## config.mk

```make
export PLATFORM = sky130hd
export DESIGN_NAME = packing_edge_constraint_propagator_core
export DESIGN_NICKNAME = d
export VERILOG_FILES = /design/src/design/pecp_pkg.sv /design/src/design/pecp_ctrl.sv /design/src/design/pecp_datapath.sv /design/src/design/packing_edge_constraint_propagator_core.sv
export SDC_FILE = /design/constraint.sdc
export NUM_CORES = 1
export LEC_CHECK = 0
export BUFFER_PORTS_ARGS = -buffer_cell sky130_fd_sc_hd__buf_2
export CORE_MARGIN = 2
export CORE_UTILIZATION = 47
export CTS_BUF_LIST = sky130_fd_sc_hd__clkbuf_8 sky130_fd_sc_hd__clkbuf_16
export DETAILED_ROUTE_END_ITERATION = 16
export HOLD_SLACK_MARGIN = 0.05
export SYNTH_ARGS = -nofsm -noshare
export SYNTH_HDL_FRONTEND = slang
export SYNTH_SLANG_ARGS = --single-unit
export TNS_END_PERCENT = 100
```

## constraint.sdc

```tcl
create_clock -name clk -period 10.8 [get_ports clk]
set_input_delay 1.62 -clock clk [delete_from_list [all_inputs] [get_ports clk]]
set_output_delay 1.62 -clock clk [all_outputs]
set_load 0.005 [all_outputs]
```

## src/design/pecp_pkg.sv

```systemverilog
`timescale 1ns / 1ps

package pecp_pkg;

    localparam int NODES_DEFAULT = 8;
    localparam int DIMS_DEFAULT  = 2;

    typedef enum logic [2:0] {
        CMD_WRITE_BIT   = 3'd0,
        CMD_WRITE_NODE  = 3'd1,
        CMD_READ_BIT    = 3'd2,
        CMD_OVERLAP     = 3'd3,
        CMD_C4          = 3'd4
    } cmd_code_t;

    typedef enum logic [3:0] {
        ST_IDLE,
        ST_EXEC,
        ST_PAIR,
        ST_RULE_A,
        ST_RULE_B,
        ST_RULE_C,
        ST_RULE_M1,
        ST_RULE_M2,
        ST_FIN
    } state_t;

    typedef enum logic [3:0] {
        OP_NONE,
        OP_EXEC,
        OP_PAIR,
        OP_RULE_A,
        OP_RULE_B,
        OP_RULE_C,
        OP_RULE_M1,
        OP_RULE_M2,
        OP_FIN
    } op_t;

    typedef struct packed {
        logic capture;
        op_t  op;
    } ctrl_cmd_t;

    typedef struct packed {
        logic c4_go;
        logic minus;
        logic pair_ok;
        logic last_pair;
        logic exit_hit;
    } dp_status_t;

endpackage

```

## src/design/pecp_ctrl.sv

```systemverilog
`timescale 1ns / 1ps

module pecp_ctrl
    import pecp_pkg::*;
(
    input  logic       clk,
    input  logic       rst_n,
    input  logic       start,
    input  dp_status_t stat,
    output ctrl_cmd_t  cmd_out,
    output logic       busy
);

    state_t state_reg;
    state_t state_next;

    always_ff @(posedge clk or negedge rst_n)
    begin
        if (!rst_n)
        begin
            state_reg <= ST_IDLE;
        end
        else
        begin
            state_reg <= state_next;
        end
    end

    always_comb
    begin
        state_next = state_reg;
        unique case (state_reg)
            ST_IDLE:
            begin
                if (start)
                begin
                    state_next = ST_EXEC;
                end
            end
            ST_EXEC:
            begin
                state_next = stat.c4_go ? ST_PAIR : ST_FIN;
            end
            ST_PAIR:
            begin
                if (stat.pair_ok)
                begin
                    state_next = stat.minus ? ST_RULE_M1 : ST_RULE_A;
                end
                else if (stat.last_pair)
                begin
                    state_next = ST_FIN;
                end
            end
            ST_RULE_A:
            begin
                state_next = stat.exit_hit ? ST_FIN : ST_RULE_B;
            end
            ST_RULE_B:
            begin
                state_next = stat.exit_hit ? ST_FIN : ST_RULE_C;
            end
            ST_RULE_M1:
            begin
                state_next = stat.exit_hit ? ST_FIN : ST_RULE_M2;
            end
            ST_RULE_C, ST_RULE_M2:
            begin
                priority if (stat.exit_hit || stat.last_pair)
                begin
                    state_next = ST_FIN;
                end
                else
                begin
                    state_next = ST_PAIR;
                end
            end
            ST_FIN:
            begin
                state_next = ST_IDLE;
            end
            default:
            begin
                state_next = ST_IDLE;
            end
        endcase
    end

    always_comb
    begin
        busy            = (state_reg != ST_IDLE);
        cmd_out.capture = (state_reg == ST_IDLE) && start;
        unique case (state_reg)
            ST_EXEC:    cmd_out.op = OP_EXEC;
            ST_PAIR:    cmd_out.op = OP_PAIR;
            ST_RULE_A:  cmd_out.op = OP_RULE_A;
            ST_RULE_B:  cmd_out.op = OP_RULE_B;
            ST_RULE_C:  cmd_out.op = OP_RULE_C;
            ST_RULE_M1: cmd_out.op = OP_RULE_M1;
            ST_RULE_M2: cmd_out.op = OP_RULE_M2;
            ST_FIN:     cmd_out.op = OP_FIN;
            default:    cmd_out.op = OP_NONE;
        endcase
    end

endmodule

```

## src/design/pecp_datapath.sv

```systemverilog
`timescale 1ns / 1ps

module pecp_datapath
    import pecp_pkg::*;
#(
    parameter int NODES = NODES_DEFAULT,
    parameter int DIMS  = DIMS_DEFAULT
)
(
    input  logic       clk,
    input  logic       rst_n,
    input  ctrl_cmd_t  cmd_in,
    input  logic [2:0] cmd,
    input  logic [1:0] dim_sel,
    input  logic [2:0] edge_i,
    input  logic [2:0] edge_j,
    input  logic       to_minus,
    input  logic       set_select,
    input  logic       bit_value,
    output dp_status_t stat,
    output logic       result_valid,
    output logic       is_augmentation,
    output logic [2:0] aug_i,
    output logic [2:0] aug_j,
    output logic       aug_to_minus,
    output logic [1:0] aug_dim,
    output logic       status,
    output logic       read_bit,
    output logic       last
);

    localparam int ROWS = DIMS * NODES;
    localparam int RW   = (ROWS > 1) ? $clog2(ROWS) : 1;
    localparam int NW   = (NODES > 1) ? $clog2(NODES) : 1;
    localparam logic [2:0] LAST_NODE = 3'(NODES - 1);

    logic [NODES-1:0] pos_reg [ROWS];
    logic [NODES-1:0] neg_reg [ROWS];
    logic [NODES-1:0] present_reg;

    logic [2:0] cmd_reg;
    logic [1:0] dim_reg;
    logic [2:0] i_reg;
    logic [2:0] j_reg;
    logic       minus_reg;
    logic       sel_reg;
    logic       val_reg;
    logic [2:0] k_reg;
    logic [2:0] l_reg;
    logic       status_reg;
    logic       rbit_reg;

    logic       valid_reg;
    logic       aug_reg;
    logic [2:0] ai_reg;
    logic [2:0] aj_reg;
    logic       am_reg;
    logic [1:0] ad_reg;
    logic       ost_reg;
    logic       orb_reg;
    logic       last_reg;

    function automatic logic [RW-1:0] row_idx(input logic [1:0] d, input logic [2:0] a);
        int r;
        r = int'(d) * NODES + int'(a);
        return r[RW-1:0];
    endfunction

    logic nodes_ok;
    logic dim_ok;
    assign nodes_ok = (int'(i_reg) < NODES) && (int'(j_reg) < NODES);
    assign dim_ok   = int'(dim_reg) < DIMS;

    logic [NW-1:0] i_col;
    logic [NW-1:0] j_col;
    logic [NW-1:0] k_col;
    logic [NW-1:0] l_col;
    assign i_col = i_reg[NW-1:0];
    assign j_col = j_reg[NW-1:0];
    assign k_col = k_reg[NW-1:0];
    assign l_col = l_reg[NW-1:0];

    logic       wr_en;
    logic       wr_neg;
    logic       wr_val;
    logic [1:0] wr_dim;
    logic [2:0] wr_a;
    logic [2:0] wr_b;
    logic       emit;
    logic       emit_minus;
    logic       exit_hit;
    logic       rd_bit;
    logic       pres_wr;

    logic [2:0] free_n;
    logic [1:0] free_d;
    logic [2:0] miss;
    logic [2:0] ma;
    logic [2:0] mb;
    logic [2:0] ik;
    logic [2:0] jl;
    logic [2:0] nik;
    logic [2:0] njl;

    always_comb
    begin
        wr_en      = 1'b0;
        wr_neg     = 1'b0;
        wr_val     = 1'b1;
        wr_dim     = dim_reg;
        wr_a       = i_reg;
        wr_b       = j_reg;
        emit       = 1'b0;
        emit_minus = 1'b0;
        exit_hit   = 1'b0;
        rd_bit     = 1'b0;
        pres_wr    = 1'b0;
        free_n     = '0;
        free_d     = '0;
        miss       = '0;
        ma         = '0;
        mb         = '0;
        ik         = '0;
        jl         = '0;
        nik        = '0;
        njl        = '0;
        unique case (cmd_in.op)
            OP_EXEC:
            begin
                unique case (cmd_reg)
                    CMD_WRITE_BIT:
                    begin
                        wr_en  = nodes_ok && dim_ok;
                        wr_neg = sel_reg;
                        wr_val = val_reg;
                    end
                    CMD_WRITE_NODE:
                    begin
                        pres_wr = int'(i_reg) < NODES;
                    end
                    CMD_READ_BIT:
                    begin
                        if (nodes_ok && dim_ok)
                        begin
                            rd_bit = sel_reg ? neg_reg[row_idx(dim_reg, i_reg)][j_col]
                                             : pos_reg[row_idx(dim_reg, i_reg)][j_col];
                        end
                    end
                    CMD_OVERLAP:
                    begin
                        for (int d = 0; d < DIMS; d++)
                        begin
                            if (!pos_reg[row_idx(2'(d), i_reg)][j_col])
                            begin
                                free_n = free_n + 3'd1;
                                free_d = 2'(d);
                            end
                        end
                        if (nodes_ok && !minus_reg)
                        begin
                            exit_hit   = (free_n == 3'd0);
                            wr_en      = (free_n == 3'd1);
                            wr_neg     = 1'b1;
                            wr_dim     = free_d;
                            emit       = wr_en;
                            emit_minus = 1'b1;
                        end
                    end
                    default:
                    begin
                    end
                endcase
            end
            OP_RULE_A, OP_RULE_B, OP_RULE_C:
            begin
                if (!pos_reg[row_idx(dim_reg, j_reg)][k_col])
                begin
                    miss = miss + 3'd1; ma = j_reg; mb = k_reg;
                end
                if (!pos_reg[row_idx(dim_reg, k_reg)][l_col])
                begin
                    miss = miss + 3'd1; ma = k_reg; mb = l_reg;
                end
                if (!pos_reg[row_idx(dim_reg, l_reg)][i_col])
                begin
                    miss = miss + 3'd1; ma = l_reg; mb = i_reg;
                end
                ik  = {2'b00, pos_reg[row_idx(dim_reg, i_reg)][k_col]};
                jl  = {2'b00, pos_reg[row_idx(dim_reg, j_reg)][l_col]};
                nik = {2'b00, neg_reg[row_idx(dim_reg, i_reg)][k_col]};
                njl = {2'b00, neg_reg[row_idx(dim_reg, j_reg)][l_col]};
                if (cmd_in.op == OP_RULE_A)
                begin
                    if (nik[0] && njl[0])
                    begin
                        exit_hit = (miss == 3'd0);
                        if (miss == 3'd1 && !neg_reg[row_idx(dim_reg, ma)][mb[NW-1:0]])
                        begin
                            wr_en = 1'b1; wr_neg = 1'b1; wr_a = ma; wr_b = mb;
                            emit = 1'b1; emit_minus = 1'b1;
                        end
                    end
                end
                else if (cmd_in.op == OP_RULE_B)
                begin
                    if (nik[0] && !jl[0] && miss == 3'd0)
                    begin
                        exit_hit = njl[0];
                        wr_en = !njl[0]; wr_a = j_reg; wr_b = l_reg; emit = !njl[0];
                    end
                end
                else
                begin
                    if (njl[0] && !ik[0] && miss == 3'd0)
                    begin
                        exit_hit = nik[0];
                        wr_en = !nik[0]; wr_a = i_reg; wr_b = k_reg; emit = !nik[0];
                    end
                end
            end
            OP_RULE_M1, OP_RULE_M2:
            begin
                if (!pos_reg[row_idx(dim_reg, i_reg)][k_col])
                begin
                    miss = miss + 3'd1; ma = i_reg; mb = k_reg;
                end
                if (!pos_reg[row_idx(dim_reg, k_reg)][j_col])
                begin
                    miss = miss + 3'd1; ma = k_reg; mb = j_reg;
                end
                if (!pos_reg[row_idx(dim_reg, j_reg)][l_col])
                begin
                    miss = miss + 3'd1; ma = j_reg; mb = l_reg;
                end
                if (!pos_reg[row_idx(dim_reg, l_reg)][i_col])
                begin
                    miss = miss + 3'd1; ma = l_reg; mb = i_reg;
                end
                if (cmd_in.op == OP_RULE_M1)
                begin
                    if (neg_reg[row_idx(dim_reg, k_reg)][l_col])
                    begin
                        exit_hit = (miss == 3'd0);
                        if (miss == 3'd1)
                        begin
                            wr_en = 1'b1; wr_neg = 1'b1; wr_a = ma; wr_b = mb;
                            emit = 1'b1; emit_minus = 1'b1;
                        end
                    end
                end
                else if (miss == 3'd0 && !pos_reg[row_idx(dim_reg, k_reg)][l_col])
                begin
                    exit_hit = neg_reg[row_idx(dim_reg, k_reg)][l_col];
                    wr_en = !exit_hit; wr_a = k_reg; wr_b = l_reg; emit = !exit_hit;
                end
            end
            default:
            begin
            end
        endcase
    end

    logic pair_ok;
    logic last_pair;
    logic advance;
    assign pair_ok = present_reg[k_col] && present_reg[l_col]
                     && (k_reg != i_reg) && (k_reg != j_reg)
                     && (l_reg != i_reg) && (l_reg != j_reg) && (l_reg != k_reg);
    assign last_pair = (k_reg == LAST_NODE) && (l_reg == LAST_NODE);
    assign advance = ((cmd_in.op == OP_PAIR) && !pair_ok)
                     || (((cmd_in.op == OP_RULE_C) || (cmd_in.op == OP_RULE_M2)) && !exit_hit);

    always_comb
    begin
        stat.c4_go     = (cmd_reg == CMD_C4) && nodes_ok && dim_ok;
        stat.minus     = minus_reg;
        stat.pair_ok   = pair_ok;
        stat.last_pair = last_pair;
        stat.exit_hit  = exit_hit;
    end

    always_ff @(posedge clk or negedge rst_n)
    begin
        if (!rst_n)
        begin
            pos_reg     <= '{default: '0};
            neg_reg     <= '{default: '0};
            present_reg <= '0;
            valid_reg   <= 1'b0;
        end
        else
        begin
            if (wr_en)
            begin
                if (wr_neg)
                begin
                    neg_reg[row_idx(wr_dim, wr_a)][wr_b[NW-1:0]] <= wr_val;
                    neg_reg[row_idx(wr_dim, wr_b)][wr_a[NW-1:0]] <= wr_val;
                end
                else
                begin
                    pos_reg[row_idx(wr_dim, wr_a)][wr_b[NW-1:0]] <= wr_val;
                    pos_reg[row_idx(wr_dim, wr_b)][wr_a[NW-1:0]] <= wr_val;
                end
            end
            if (pres_wr)
            begin
                present_reg[i_col] <= val_reg;
            end
            valid_reg <= emit || (cmd_in.op == OP_FIN);
        end
    end

    always_ff @(posedge clk)
    begin
        if (cmd_in.capture)
        begin
            cmd_reg    <= cmd;
            dim_reg    <= dim_sel;
            i_reg      <= edge_i;
            j_reg      <= edge_j;
            minus_reg  <= to_minus;
            sel_reg    <= set_select;
            val_reg    <= bit_value;
            k_reg      <= '0;
            l_reg      <= '0;
            status_reg <= 1'b0;
            rbit_reg   <= 1'b0;
        end
        else
        begin
            if (exit_hit)
            begin
                status_reg <= 1'b1;
            end
            if (cmd_in.op == OP_EXEC)
            begin
                rbit_reg <= rd_bit;
            end
            if (advance)
            begin
                if (l_reg == LAST_NODE)
                begin
                    l_reg <= '0;
                    k_reg <= k_reg + 3'd1;
                end
                else
                begin
                    l_reg <= l_reg + 3'd1;
                end
            end
        end
        if (emit)
        begin
            aug_reg  <= 1'b1;
            ai_reg   <= wr_a;
            aj_reg   <= wr_b;
            am_reg   <= emit_minus;
            ad_reg   <= wr_dim;
            ost_reg  <= 1'b0;
            orb_reg  <= 1'b0;
            last_reg <= 1'b0;
        end
        else
        begin
            aug_reg  <= 1'b0;
            ai_reg   <= '0;
            aj_reg   <= '0;
            am_reg   <= 1'b0;
            ad_reg   <= '0;
            ost_reg  <= status_reg;
            orb_reg  <= rbit_reg;
            last_reg <= 1'b1;
        end
    end

    assign result_valid    = valid_reg;
    assign is_augmentation = aug_reg;
    assign aug_i           = ai_reg;
    assign aug_j           = aj_reg;
    assign aug_to_minus    = am_reg;
    assign aug_dim         = ad_reg;
    assign status          = ost_reg;
    assign read_bit        = orb_reg;
    assign last            = last_reg;

endmodule

```

## src/design/packing_edge_constraint_propagator_core.sv

```systemverilog
`timescale 1ns / 1ps
// Edge constraint propagator for a packing search.
// A request is taken at a rising edge with start high and busy low; the
// fields cmd, dim_sel, edge_i, edge_j, to_minus, set_select and bit_value
// are sampled there. Busy stays high until the closing result is on the ports.
// Results appear one per cycle for exactly one cycle, marked by result_valid.
// Each derived edge of a check is one result with is_augmentation set; every
// request ends with a closing result that carries status, read_bit and last.
// Write, read and overlap requests pass through the EXEC and FIN states before
// the closing result, and the next request may be taken at the edge that ends it.
// A C4 check visits each of the NODES*NODES ordered node pairs in the
// PAIR state and runs rules A, B and C (M1 and M2 for a negative target) on
// each usable pair, one rule per cycle, before the closing result. An EXIT
// ends the walk at once.
// The receiver cannot stall; results are never held.
// Reset clears both edge matrices, the node mask, result_valid and the controller state.

module packing_edge_constraint_propagator_core
    import pecp_pkg::*;
#(
    parameter int NODES = NODES_DEFAULT,
    parameter int DIMS  = DIMS_DEFAULT
)
(
    input  logic       clk,
    input  logic       rst_n,
    input  logic       start,
    output logic       busy,
    input  logic [2:0] cmd,
    input  logic [1:0] dim_sel,
    input  logic [2:0] edge_i,
    input  logic [2:0] edge_j,
    input  logic       to_minus,
    input  logic       set_select,
    input  logic       bit_value,
    output logic       result_valid,
    output logic       is_augmentation,
    output logic [2:0] aug_i,
    output logic [2:0] aug_j,
    output logic       aug_to_minus,
    output logic [1:0] aug_dim,
    output logic       status,
    output logic       read_bit,
    output logic       last
);

    ctrl_cmd_t  ctrl_cmd;
    dp_status_t dp_stat;

    pecp_ctrl u_ctrl (
        .clk     (clk),
        .rst_n   (rst_n),
        .start   (start),
        .stat    (dp_stat),
        .cmd_out (ctrl_cmd),
        .busy    (busy)
    );

    pecp_datapath #(
        .NODES (NODES),
        .DIMS  (DIMS)
    ) u_dp (
        .clk             (clk),
        .rst_n           (rst_n),
        .cmd_in          (ctrl_cmd),
        .cmd             (cmd),
        .dim_sel         (dim_sel),
        .edge_i          (edge_i),
        .edge_j          (edge_j),
        .to_minus        (to_minus),
        .set_select      (set_select),
        .bit_value       (bit_value),
        .stat            (dp_stat),
        .result_valid    (result_valid),
        .is_augmentation (is_augmentation),
        .aug_i           (aug_i),
        .aug_j           (aug_j),
        .aug_to_minus    (aug_to_minus),
        .aug_dim         (aug_dim),
        .status          (status),
        .read_bit        (read_bit),
        .last            (last)
    );

endmodule

```

* Word level (Yosys, flattened, before mapping) *
Memory sizes are Yosys's and may differ from the RTL's.
Index checks and enable logic that the tools add are counted.

cells by class
  multipliers = 0
  equal/unequal tests = 31
  reductions and logical operators = 49
  divide/modulo/power cells = 0
  shifts and indexed selects = 0
  add/sub/neg operators = 16
  mux-type cells = 191
  bitwise operators = 10
  order comparisons = 22

operator list
  operator                                                                       count
  128-bit bitwise mux                                                            4
  8-bit binary-select mux with 4-bit select                                      10
  8-bit 2-to-1 mux                                                               22
  3-bit 2-to-1 mux                                                               54
  8-bit demux with 4-bit select                                                  2
  1-bit 2-to-1 mux                                                               58
  1-bit binary-select mux with 3-bit select                                      16
  5-bit >= comparator (second input constant)                                    9
  4-bit NOT with 5-bit output                                                    8
  4-bit by 3-bit equality test with 1-bit output (second input constant)         8
  4-bit 2-to-1 mux                                                               8
  4-bit by 3-bit adder with 4-bit output                                         7
  3-bit by 4-bit less-than comparator with 1-bit output (second input constant)  7
  4-bit case mux with 7 select lines                                             1
  3-bit by 1-bit adder with 3-bit output (second input constant)                 8
  1-bit logical AND                                                              23
  4-bit by 2-bit equality test with 1-bit output (second input constant)         4
  3-bit != test                                                                  5
  1-bit case mux with 3 select lines                                             5
  3-bit by 1-bit equality test with 1-bit output (second input constant)         4
  3-bit logical NOT                                                              4
  3-bit case mux with 2 select lines                                             2
  5-bit by 1-bit less-than comparator with 1-bit output (second input constant)  2
  1-bit demux with 3-bit select                                                  3
  21 further kinds                                                               45

storage, ports and cells
  memories = 1
  output and inout port bits = 15
  logic and storage cells = 374
  bits in registers = 304
  memory bits (read-only) = 64
  bits in writable memories = 0
  bits in latches = 0

memories
  memory           words  bits a word  rd ports  clocked after Yosys merged registers in  write ports  line             text
  (no name shown)  16     4            1         0                                        0            pecp_ctrl.sv:93  unique case (state_reg)

* Logic depth before layout (Yosys ltp) *
Gate-level depths: netlist of run 1.

  word-level depth = 32
  gate-level depth with buffers = 33
  depth with buffers taken out = 23

* Cells and area by module *
From an unflattened synthesis of run 1, not the netlist that was laid out.

second synthesis, totals
  cells, all modules = 2438
  area, all modules = 25461.9 µm²

by module, submodules not included
  module         instances  area each (µm²)  cells an instance
  pecp_datapath  1          25131.6          2397
  pecp_ctrl      1          330.3            41

* Worst setup path before layout of run 1 *
No wires, ideal clock.

  path type = register -> register
  start point = reg u_dp.dim_reg[0]
  end point = reg u_dp.neg_reg[70] (netlist name)
  data arrival time = 7.078 ns
  period minus slack after synthesis = 7.202 ns
  stages on the path, launching flop included = 24
  path slack = 3.598 ns
  cell sequence = edfxtp_1 buf_2 buf_2 inv_2 buf_1 buf_1 mux4_2 mux4_2 buf_2 ha_1 inv_1 xnor2_1 ha_1 or2_2 o311a_1 a211oi_4 a21oi_1 mux4_2 a21oi_2 nand4_1 nand2b_4 buf_2 o22ai_1 mux2_2

on the way
  longest elaborated chain between the ends = 32

ends and longest elaborated chain
  what                                                                             line                  text
  start, declared                                                                  pecp_datapath.sv:42   logic [1:0] dim_reg;
  start signal, assigned                                                           pecp_datapath.sv:319  dim_reg <= dim_sel;
  branches (longest 32 deep; another with 4-bit by 3-bit adder with 4-bit output)  -
  end signal, assigned by index                                                    pecp_datapath.sv:297  neg_reg[row_idx(wr_dim, wr_a)][wr_b[NW-1:0]] <= wr_val;
  end signal, assigned by index                                                    pecp_datapath.sv:298  neg_reg[row_idx(wr_dim, wr_b)][wr_a[NW-1:0]] <= wr_val;
  end, declared                                                                    pecp_datapath.sv:38   logic [NODES-1:0] neg_reg [ROWS];

Several ways; the timed one is not identified. The select of a mux whose other input is x is not followed.
A chain may end at the register's enable or synchronous reset.

* Worst setup path in the final report of run 1 *
  start point = reg u_dp.l_reg[1] (netlist: u_dp.l_col[1])
  end point = reg u_dp.pos_reg[96] (netlist name)

on the way
  longest elaborated chain between the ends = 30

ends and longest elaborated chain
  what                                                                                      line                                        text
  start, declared                                                                           pecp_datapath.sv:49                         logic [2:0] l_reg;
  start signal, assigned                                                                    pecp_datapath.sv:349                        l_reg <= l_reg + 3'd1;
  4-bit by 3-bit adder with 4-bit output                                                    pecp_datapath.sv:65                         r = int'(d) * NODES + int'(a);
  4-bit NOT with 5-bit output (implied by the code)                                         pecp_datapath.sv:184, pecp_datapath.sv:235
  8-bit binary-select mux with 4-bit select                                                 pecp_datapath.sv:184, pecp_datapath.sv:235
  8-bit 2-to-1 mux (implied by the code) (2 in series)                                      pecp_datapath.sv:184, pecp_datapath.sv:235
  1-bit binary-select mux with 3-bit select                                                 pecp_datapath.sv:184, pecp_datapath.sv:235
  1-bit 2-to-1 mux (implied by the code)                                                    pecp_datapath.sv:184, pecp_datapath.sv:235
  3-bit 2-to-1 mux                                                                          pecp_datapath.sv:184                        if (!pos_reg[row_idx(dim_reg, l_reg)][i_col])
  3-bit 2-to-1 mux                                                                          pecp_datapath.sv:127                        unique case (cmd_in.op)
  [13 not listed]                                                                           -
  4-bit by 3-bit adder with 4-bit output, or another cell as far along                      pecp_datapath.sv:65
  4-bit NOT with 5-bit output (implied by the code) or 1-bit logical AND (tied branches)    pecp_datapath.sv:302                        pos_reg[row_idx(wr_dim, wr_a)][wr_b[NW-1:0]] <= wr_val;
  5-bit >= comparator (implied by the code), or another cell as far along                   pecp_datapath.sv:302
  1-bit logical AND (implied by the code) or 1-bit demux with 3-bit select (tied branches)  -
  8-bit 2-to-1 mux (implied by the code)                                                    pecp_datapath.sv:302
  8-bit demux with 4-bit select                                                             pecp_datapath.sv:302
  128-bit bitwise mux                                                                       pecp_datapath.sv:302
  128-bit bitwise mux                                                                       pecp_datapath.sv:303                        pos_reg[row_idx(wr_dim, wr_b)][wr_a[NW-1:0]] <= wr_val;
  end signal, assigned by index                                                             pecp_datapath.sv:302
  end signal, assigned by index                                                             pecp_datapath.sv:303
  end, declared                                                                             pecp_datapath.sv:37                         logic [NODES-1:0] pos_reg [ROWS];

Several ways; a longest one is shown, not always the timed one. The select of a mux whose other input is x is not followed.

==> impl_metrics.csv, run 1 <==
group,metric,value,unit
global_route,grt_pass1_wl,173900,um
sta,fin_worst_skew,0.03417,ns
power_and_ir_drop,p_per_area,189.1,mW/mm2
sta,tns,0,ns
detailed_routing,drc_errors,0,
sta,final_hold_viol_count,0,
detailed_routing,drtAntennaViolNets,0,
clock_tree,cts_buffer_depth,3,
yosys,synthTopCellsByCount,"269 x dfrtp_1, 253 x mux2_2, 180 x mux4_2",
power_and_ir_drop,switchingPower,2395,uW
sta,drv_slew,0,
status,status,"finished with violations",
global_route,grt_overflow_total,0,
yosys,yosysMostFrequentCell,"dfrtp_1",
global_route,grt.total_usage,42.48,%
global_route,antenna_found_initial,5,
power_and_ir_drop,peakVddDrop,211.5,uV
power_and_ir_drop,sw_frac_of_total,45.67,%
yosys,synth_area_leaders,"dfrtp_1 26%, mux4_2 16%, mux2_2 11%",
setup_path,crit_type,"reg -> reg",
setup_path,cp_common_cell,"nand3_1",
detailed_routing,routed_wl,122100,um
sta,relSlewSlack,1.561,%
detailed_routing,drt_iter0_markers,4181,
sta,fin_crit_sh,89.29,%
floorplanning,core-area,0.05488,mm2
setup_path,crit_path_max_incr_delay,1.40,ns
clock_tree,holdBufCountCts,0,
power_and_ir_drop,p_comb_share,46.0,%
sta,worst_pin_slew,1.470,ns
setup_path,worstPathArrival,10.10,ns
floorplanning,io_pins,32,
floorplanning,die_y,239.3,um
power_and_ir_drop,p_leak,0.01102,uW
yosys,synth_cells,2481,
yosys,synth_flop_cell,"dfrtp_1",
setup_path,path_cells,"buf_4 -> mux4_2 -> a32oi_1 -> o22ai_1 -> a311oi_1 -> nand3_1 -> o211ai_1 -> nand3_1 -> buf_4 -> a2111oi_0 -> a211oi_1 -> a311o_1 -> a32o_2 -> o211ai_1 -> o211a_1 -> or2_1 -> nand3_1 -> o22ai_1 -> mux2_2",
setup_path,crit_slowest_cell,"o211ai_1",
layout,syn2layout_area_growth,6.571,%
clock_tree,root_buffer,"clkbuf_16",
power_and_ir_drop,p_int,2850,uW
sta,rsz0062_at_grt,"no",
clock_tree,numCtsBuffers,38,
setup_path,cp-start-kind,"flip-flop",
place,place_inst,3029,
setup_path,cp-end-kind,"flip-flop",
sta,fin_crit,9.643,ns
status,violations,"capacitance limit",
yosys,syn_nets,2508,
job,max-cap-violations,1,
clock_tree,post_cts_buffers,0,
floorplanning,die_x,239.3,um
yosys,synth-seq-cells,304,
layout,final_cells,3103,
place,io_buffers,31,
clock_tree,cts_resized,0,
place,dp_hpwl,89680,um
power_and_ir_drop,sequentialPowerShare,28.7,%
worst_hold_path,hold_path_class,"reg -> reg",
floorplanning,start_util,47.43,%
power_and_ir_drop,power_frac_clock,25.3,%
yosys,syn-cell-area,0.02603,mm2
yosys,synth_enable_flop_cells,14,
sta,fmaxAchievable,103.7,MHz
layout,n_fill_cell,4956,
detailed_routing,avgRoutedWirePerCell,39.36,um
yosys,ys_warn_count,0,
layout,fin_nets,2393,
clock_tree,insertion_delay,0.59,ns
clock_tree,cts_tree,"built",
floorplanning,fp-row-count,86,
clock_tree,htree_levels,2,
yosys,synth_cell_type_count,115,
clock_tree,clk_pin_slew,0.06,ns
sta,setup_viol,0,
detailed_routing,drt-pass1-iter-count,7,
yosys,synth_top_area_cell,"dfrtp_1",
global_route,grt_pass1_vias,22924,
floorplanning,die_area,0.05728,mm2
place,routabilityCongestion,1.049,
detailed_routing,routed_via_density,7.880,
clock_tree,clock_sinks,304,
yosys,synth_top_area_share,25.86,%
yosys,syn_avg_cell_area,10.49,um2
setup_path,path_max_fanout,24,
layout,drive_gt1_share,29.27,%
detailed_routing,num_vias,24452,
yosys,async_reset_ff_share,88.49,%
layout,seqCellArea,0.007586,mm2
global_route,grt_max_degree,219,
yosys,yosysSeqAreaShare,29.09,%
setup_path,crit_required,11.25,ns
layout,multi_input_area,0.01708,mm2
==> cells in the final DEF, fill, tap and decap left out, types with 26 or more instances in the layout <==
master | netlist | layout
dfrtp_1 | 269 | 269
nor3_1 | 35 | 33
and3_1 | 26 | 26
a2bb2oi_1 | 43 | 43
mux4_2 | 180 | 180
nand4_1 | 32 | 32
mux2i_1 | 162 | 162
a22o_1 | 52 | 52
nand2_1 | 131 | 131
buf_4 | 22 | 59
buf_2 | 79 | 30
clkbuf_16 | 0 | 39
o211ai_1 | 33 | 33
o22ai_1 | 70 | 70
nand3_1 | 69 | 69
o21ai_0 | 73 | 73
a21oi_1 | 68 | 68
inv_1 | 43 | 51
a211oi_1 | 34 | 34
nor2_1 | 123 | 122
mux2_2 | 253 | 253
a22oi_1 | 33 | 33
or2_2 | 29 | 29
==> path summary, 6_finish.rpt <==
| kind | cells past startpoint | slack, ns | endpoint | from |
|---|---|---|---|---|
| hold / removal | 2 | 0.46 | u_dp.rbit_reg | u_dp.rbit_reg |
| hold reg to reg | 2 | 0.46 | u_dp.rbit_reg | u_dp.rbit_reg |
| setup reg to reg | 19 | 1.16 | u_dp.pos_reg[96] | u_dp.l_col[1] |
| max in group asynchronous | 3 | 7.41 | u_dp.pos_reg[125] | rst_n |
| min in group asynchronous | 1 | 0.97 | u_dp.pos_reg[65] | rst_n |
| setup / recovery | 19 | 1.16 | u_dp.pos_reg[96] | u_dp.l_col[1] |
==> layer usage <==
metal / vias up / track usage, % / part of all wire [%]
li1: 9639 / - / -
met1: 12346 / 58.99 / 39
met5: - / 0 / 0.019
met2: 2079 / 58.92 / 41
met3: 384 / 16.48 / 15
met4: 4 / 17.27 / 4.7
==> layout make-up <==
cell class / instances / share of cell area, %
Antenna cell: 4 / 0.03608
Timing Repair Buffer: 95 / 2.499
Inverter: 54 / 0.7397
Multi-Input combinational cell: 1873 / 61.57
Clock inverter: 22 / 0.7217
Clock buffer: 47 / 3.915
Sequential cell: 304 / 27.35
Tap cell: 704 / 3.175
==> critical path: cells and delay by family, from the launching register on <==
| family | cells | cell delay, ns |
|---|---|---|
| AOI/OAI and AO/OA | 11 | 4.44 |
| buffers and inverters | 2 | 0.84 |
| muxes | 2 | 0.79 |
| and+or+nand+nor | 4 | 2.65 |
| DFF | 1 | 0.72 |
==> power by group through the flow <==
stage               clock [uW]  sequential, uW  combinational [uW]
floorplan                    0            1350                1650
global placement             0            1500                2290
detailed placement           0            1510                2300
CTS                       1340            1490                2310
global route              1380            1510                2490
finish                    1330            1510                2410
==> through the flow <==
| stage | setup WS [ns] | hold WS, ns | util (%) | power [uW] | cell area (um2) |
|---|---|---|---|---|---|
| 2_1_floorplan | 3.598 | 0.4160 | - | 2996 | 26030 |
| 3_3_place_gp | 1.539 | 0.4353 | 48.18 | 3793 | 26440 |
| 3_5_place_dp | 1.604 | 0.4498 | 48.18 | 3809 | 26440 |
| 4_1_cts | 1.599 | 0.4575 | 50.52 | 5136 | 27730 |
| 5_1_grt | 1.053 | 0.4884 | 50.54 | 5384 | 27730 |
| 6_report | 1.157 | 0.4556 | 50.55 | 5245 | 27740 |
==> cells by family after synthesis <==
kind of cell	count (synthesis)	share of synthesized area, %
AOI/OAI and AO/OA	666	19.64
xor gates and xnor gates	14	0.4711
adders and majority gates	10	0.4807
buffers and inverters	304	5.451
DFF	304	29.09
muxes	603	33.22
and+or+nand+nor	580	11.65
Power figures use the tool's default switching activity.
==> run 2: changes to the inputs <==
--- a/config.mk
+++ b/config.mk
@@ -6,7 +6,6 @@
 export NUM_CORES = 1
 export LEC_CHECK = 0
 export BUFFER_PORTS_ARGS = -buffer_cell sky130_fd_sc_hd__buf_2
-export CORE_MARGIN = 2
 export CORE_UTILIZATION = 47
 export CTS_BUF_LIST = sky130_fd_sc_hd__clkbuf_8 sky130_fd_sc_hd__clkbuf_16
 export DETAILED_ROUTE_END_ITERATION = 16
==> run 2 against run 1 <==
  * The flow still finishes with violations (capacitance limit)
  * Sequential power is essentially flat
  * Clock skew shrank 0.011 ns
  * Setup slack lost 0.24 ns
  * Sequential cell count is the same
  * Count of clock-buffer cells in the layout is the same
  * Non-clock buffer count grew 15
  * Cell area grew 0.19%
  * Fmax shrank 2.4%
  * Hold slack lost 0.017 ns
  * Sequential share of layout area shrank 0.052 points
  * Critical path type unchanged
  * Critical endpoint is now u_dp.pos_reg[49]
  * Largest cell class unchanged
==> impl_metrics.csv, run 2 (same netlist as run 1, synthesis figures left out) <==
group,metric,value,unit
detailed_routing,num_vias,24670,
layout,syn2layout_area_growth,6.773,%
sta,fmaxAchievable,101.2,MHz
place,io_buffers,31,
clock_tree,holdBufCountCts,0,
clock_tree,numCtsBuffers,37,
setup_path,path_buf_inv,2,
detailed_routing,drtAntennaViolNets,0,
sta,relSlewSlack,0.4026,%
global_route,grt_pass1_wl,178800,um
floorplanning,start_util,47.99,%
setup_path,cp_common_cell,"nand3_1",
detailed_routing,drc_errors,0,
setup_path,cp.depth,18,
power_and_ir_drop,p_per_area,189.6,mW/mm2
setup_path,cp-start-kind,"flip-flop",
place,dp_hpwl,93340,um
clock_tree,cts_tree,"built",
layout,fin_nets,2407,
sta,fin_worst_skew,0.02363,ns
setup_path,crit_path_max_incr_delay,1.28,ns
layout,final_cells,3108,
power_and_ir_drop,p_leak,0.01105,uW
sta,worst_pin_slew,1.487,ns
sta,setup_viol,0,
floorplanning,die_y,237.3,um
layout,n_fill_cell,4961,
floorplanning,fp-row-count,85,
place,routabilityCongestion,1.113,
global_route,grt_overflow_total,0,
clock_tree,insertion_delay,0.58,ns
layout,drive_gt1_share,29.85,%
layout,final_common_cell,"dfrtp_1",
clock_tree,clock_sinks,304,
status,status,"finished with violations",
clock_tree,post_cts_buffers,0,
floorplanning,die_x,237.3,um
floorplanning,core-area,0.05424,mm2
setup_path,cp_top_family,"compound AO/OA/AOI/OAI gates",
detailed_routing,routed_wl,126800,um
global_route,grt_pass1_vias,23060,
floorplanning,io_pins,32,
sta,drv_slew,0,
sta,final_hold_viol_count,0,
setup_path,crit_required,11.27,ns
worst_hold_path,hold_depth,2,
sta,fin_crit,9.885,ns
place,placed_area,0.02651,mm2
clock_tree,clk_pin_slew,0.07,ns
global_route,grt_max_degree,122,
global_route,grt.total_usage,44.65,%
layout,final_area,0.02779,mm2
setup_path,cp-end-kind,"flip-flop",
detailed_routing,avgRoutedWirePerCell,40.79,um
floorplanning,die_area,0.05633,mm2
sta,tns,0,ns
sta,rsz0062_at_grt,"no",
setup_path,crit_slowest_cell,"o211ai_1",
clock_tree,htree_levels,2,
detailed_routing,drt_iter0_markers,3965,
clock_tree,cts_buffer_depth,3,
setup_path,reg2reg_depth,18,
global_route,antenna_found_initial,7,
status,violations,"capacitance limit",
detailed_routing,drt-pass1-iter-count,7,
clock_tree,root_buffer,"clkbuf_16",
layout,final_cell_mix,"269 x dfrtp_1, 253 x mux2_2, 180 x mux4_2",
job,max-cap-violations,1,
setup_path,path_cells,"buf_4 -> inv_2 -> mux2i_1 -> o22ai_1 -> a311oi_1 -> nand3_1 -> o211ai_1 -> nand3_1 -> nor2_1 -> a211oi_1 -> a311o_1 -> a32o_2 -> o21a_4 -> mux2i_4 -> a21oi_1 -> nand4_1 -> nor4_1 -> mux2_2",
setup_path,worstPathArrival,10.36,ns
detailed_routing,routed_via_density,7.938,
power_and_ir_drop,peakVddDrop,229.9,uV
setup_path,path_max_fanout,36,
clock_tree,cts_resized,0,
place,place_inst,3036,
worst_hold_path,hold_path_class,"reg -> reg",
setup_path,crit_type,"reg -> reg",
sta,fin_crit_sh,91.53,%
## run 2: cell types whose count changed in the layout (fill, tap and decap cells not counted), moves of 2 or more
cell,change
clkinv_4,+2
clkinv_2,+3
buf_4,+18
buf_12,-2
inv_1,-5
## run 2: path summary, 6_finish.rpt
check	from	endpoint	slack, ns
setup / recovery	u_dp.i_col[0]	u_dp.pos_reg[49]	0.92
hold / removal	u_dp.status_reg	u_dp.status	0.44
setup reg to reg	u_dp.i_col[0]	u_dp.pos_reg[49]	0.92
hold reg to reg	u_dp.status_reg	u_dp.status	0.44
max in group asynchronous	rst_n	u_dp.neg_reg[1]	7.54
min in group asynchronous	rst_n	u_dp.present_reg[4]	1.05
## run 2: report_power, final
part	switching [uW]	leakage, uW	internal [uW]
clock network	553	0.000634	758
logic	1640	0.00636	820
registers	249	0.00405	1250
## run 2: area by class of cell
class / instances / area, um2 / area share, %
antenna: 3 / 7.507 / 0.02701
sequential: 304 / 7586 / 27.29
clock inverter: 21 / 195.2 / 0.7023
timing repair buffer: 110 / 783.3 / 2.818
clock buffer: 47 / 1075 / 3.867
inverter: 54 / 205.2 / 0.7383
tap: 696 / 870.8 / 3.133
multi-input combinational: 1873 / 17070 / 61.42
## run 2: layer usage
| metal | vias up | track usage (%) | wire, um |
|---|---|---|---|
| met1 | 12569 | 62.28 | 50410 |
| met4 | 8 | 19.30 | 6261 |
| met2 | 2044 | 61.82 | 51620 |
| li1 | 9661 | - | - |
| met3 | 388 | 16.18 | 18420 |
| met5 | - | 0 | 66 |
## run 2: worst reg2reg max path, stage by stage (launching register included)
cell,delay (ns)
edfxtp_1,0.59
buf_4,0.56
inv_2,0.56
mux2i_1,0.46
o22ai_1,0.12
a311oi_1,0.37
nand3_1,0.41
o211ai_1,1.28
nand3_1,0.80
nor2_1,0.63
a211oi_1,0.24
a311o_1,0.36
a32o_2,0.33
o21a_4,0.19
mux2i_4,0.29
a21oi_1,0.97
nand4_1,0.52
nor4_1,0.68
mux2_2,0.41
## run 2: through the flow
stage	power, uW	hold WS, ns	util (%)	worst slack (ns)
finish	5270	0.4387	51.24	0.9152
global route	5389	0.4692	51.23	0.9046
CTS	5156	0.4388	51.21	1.402
detailed placement	3846	0.4303	48.87	1.396
global placement	3836	0.4271	48.87	1.439
floorplan	2996	0.4160	-	3.598
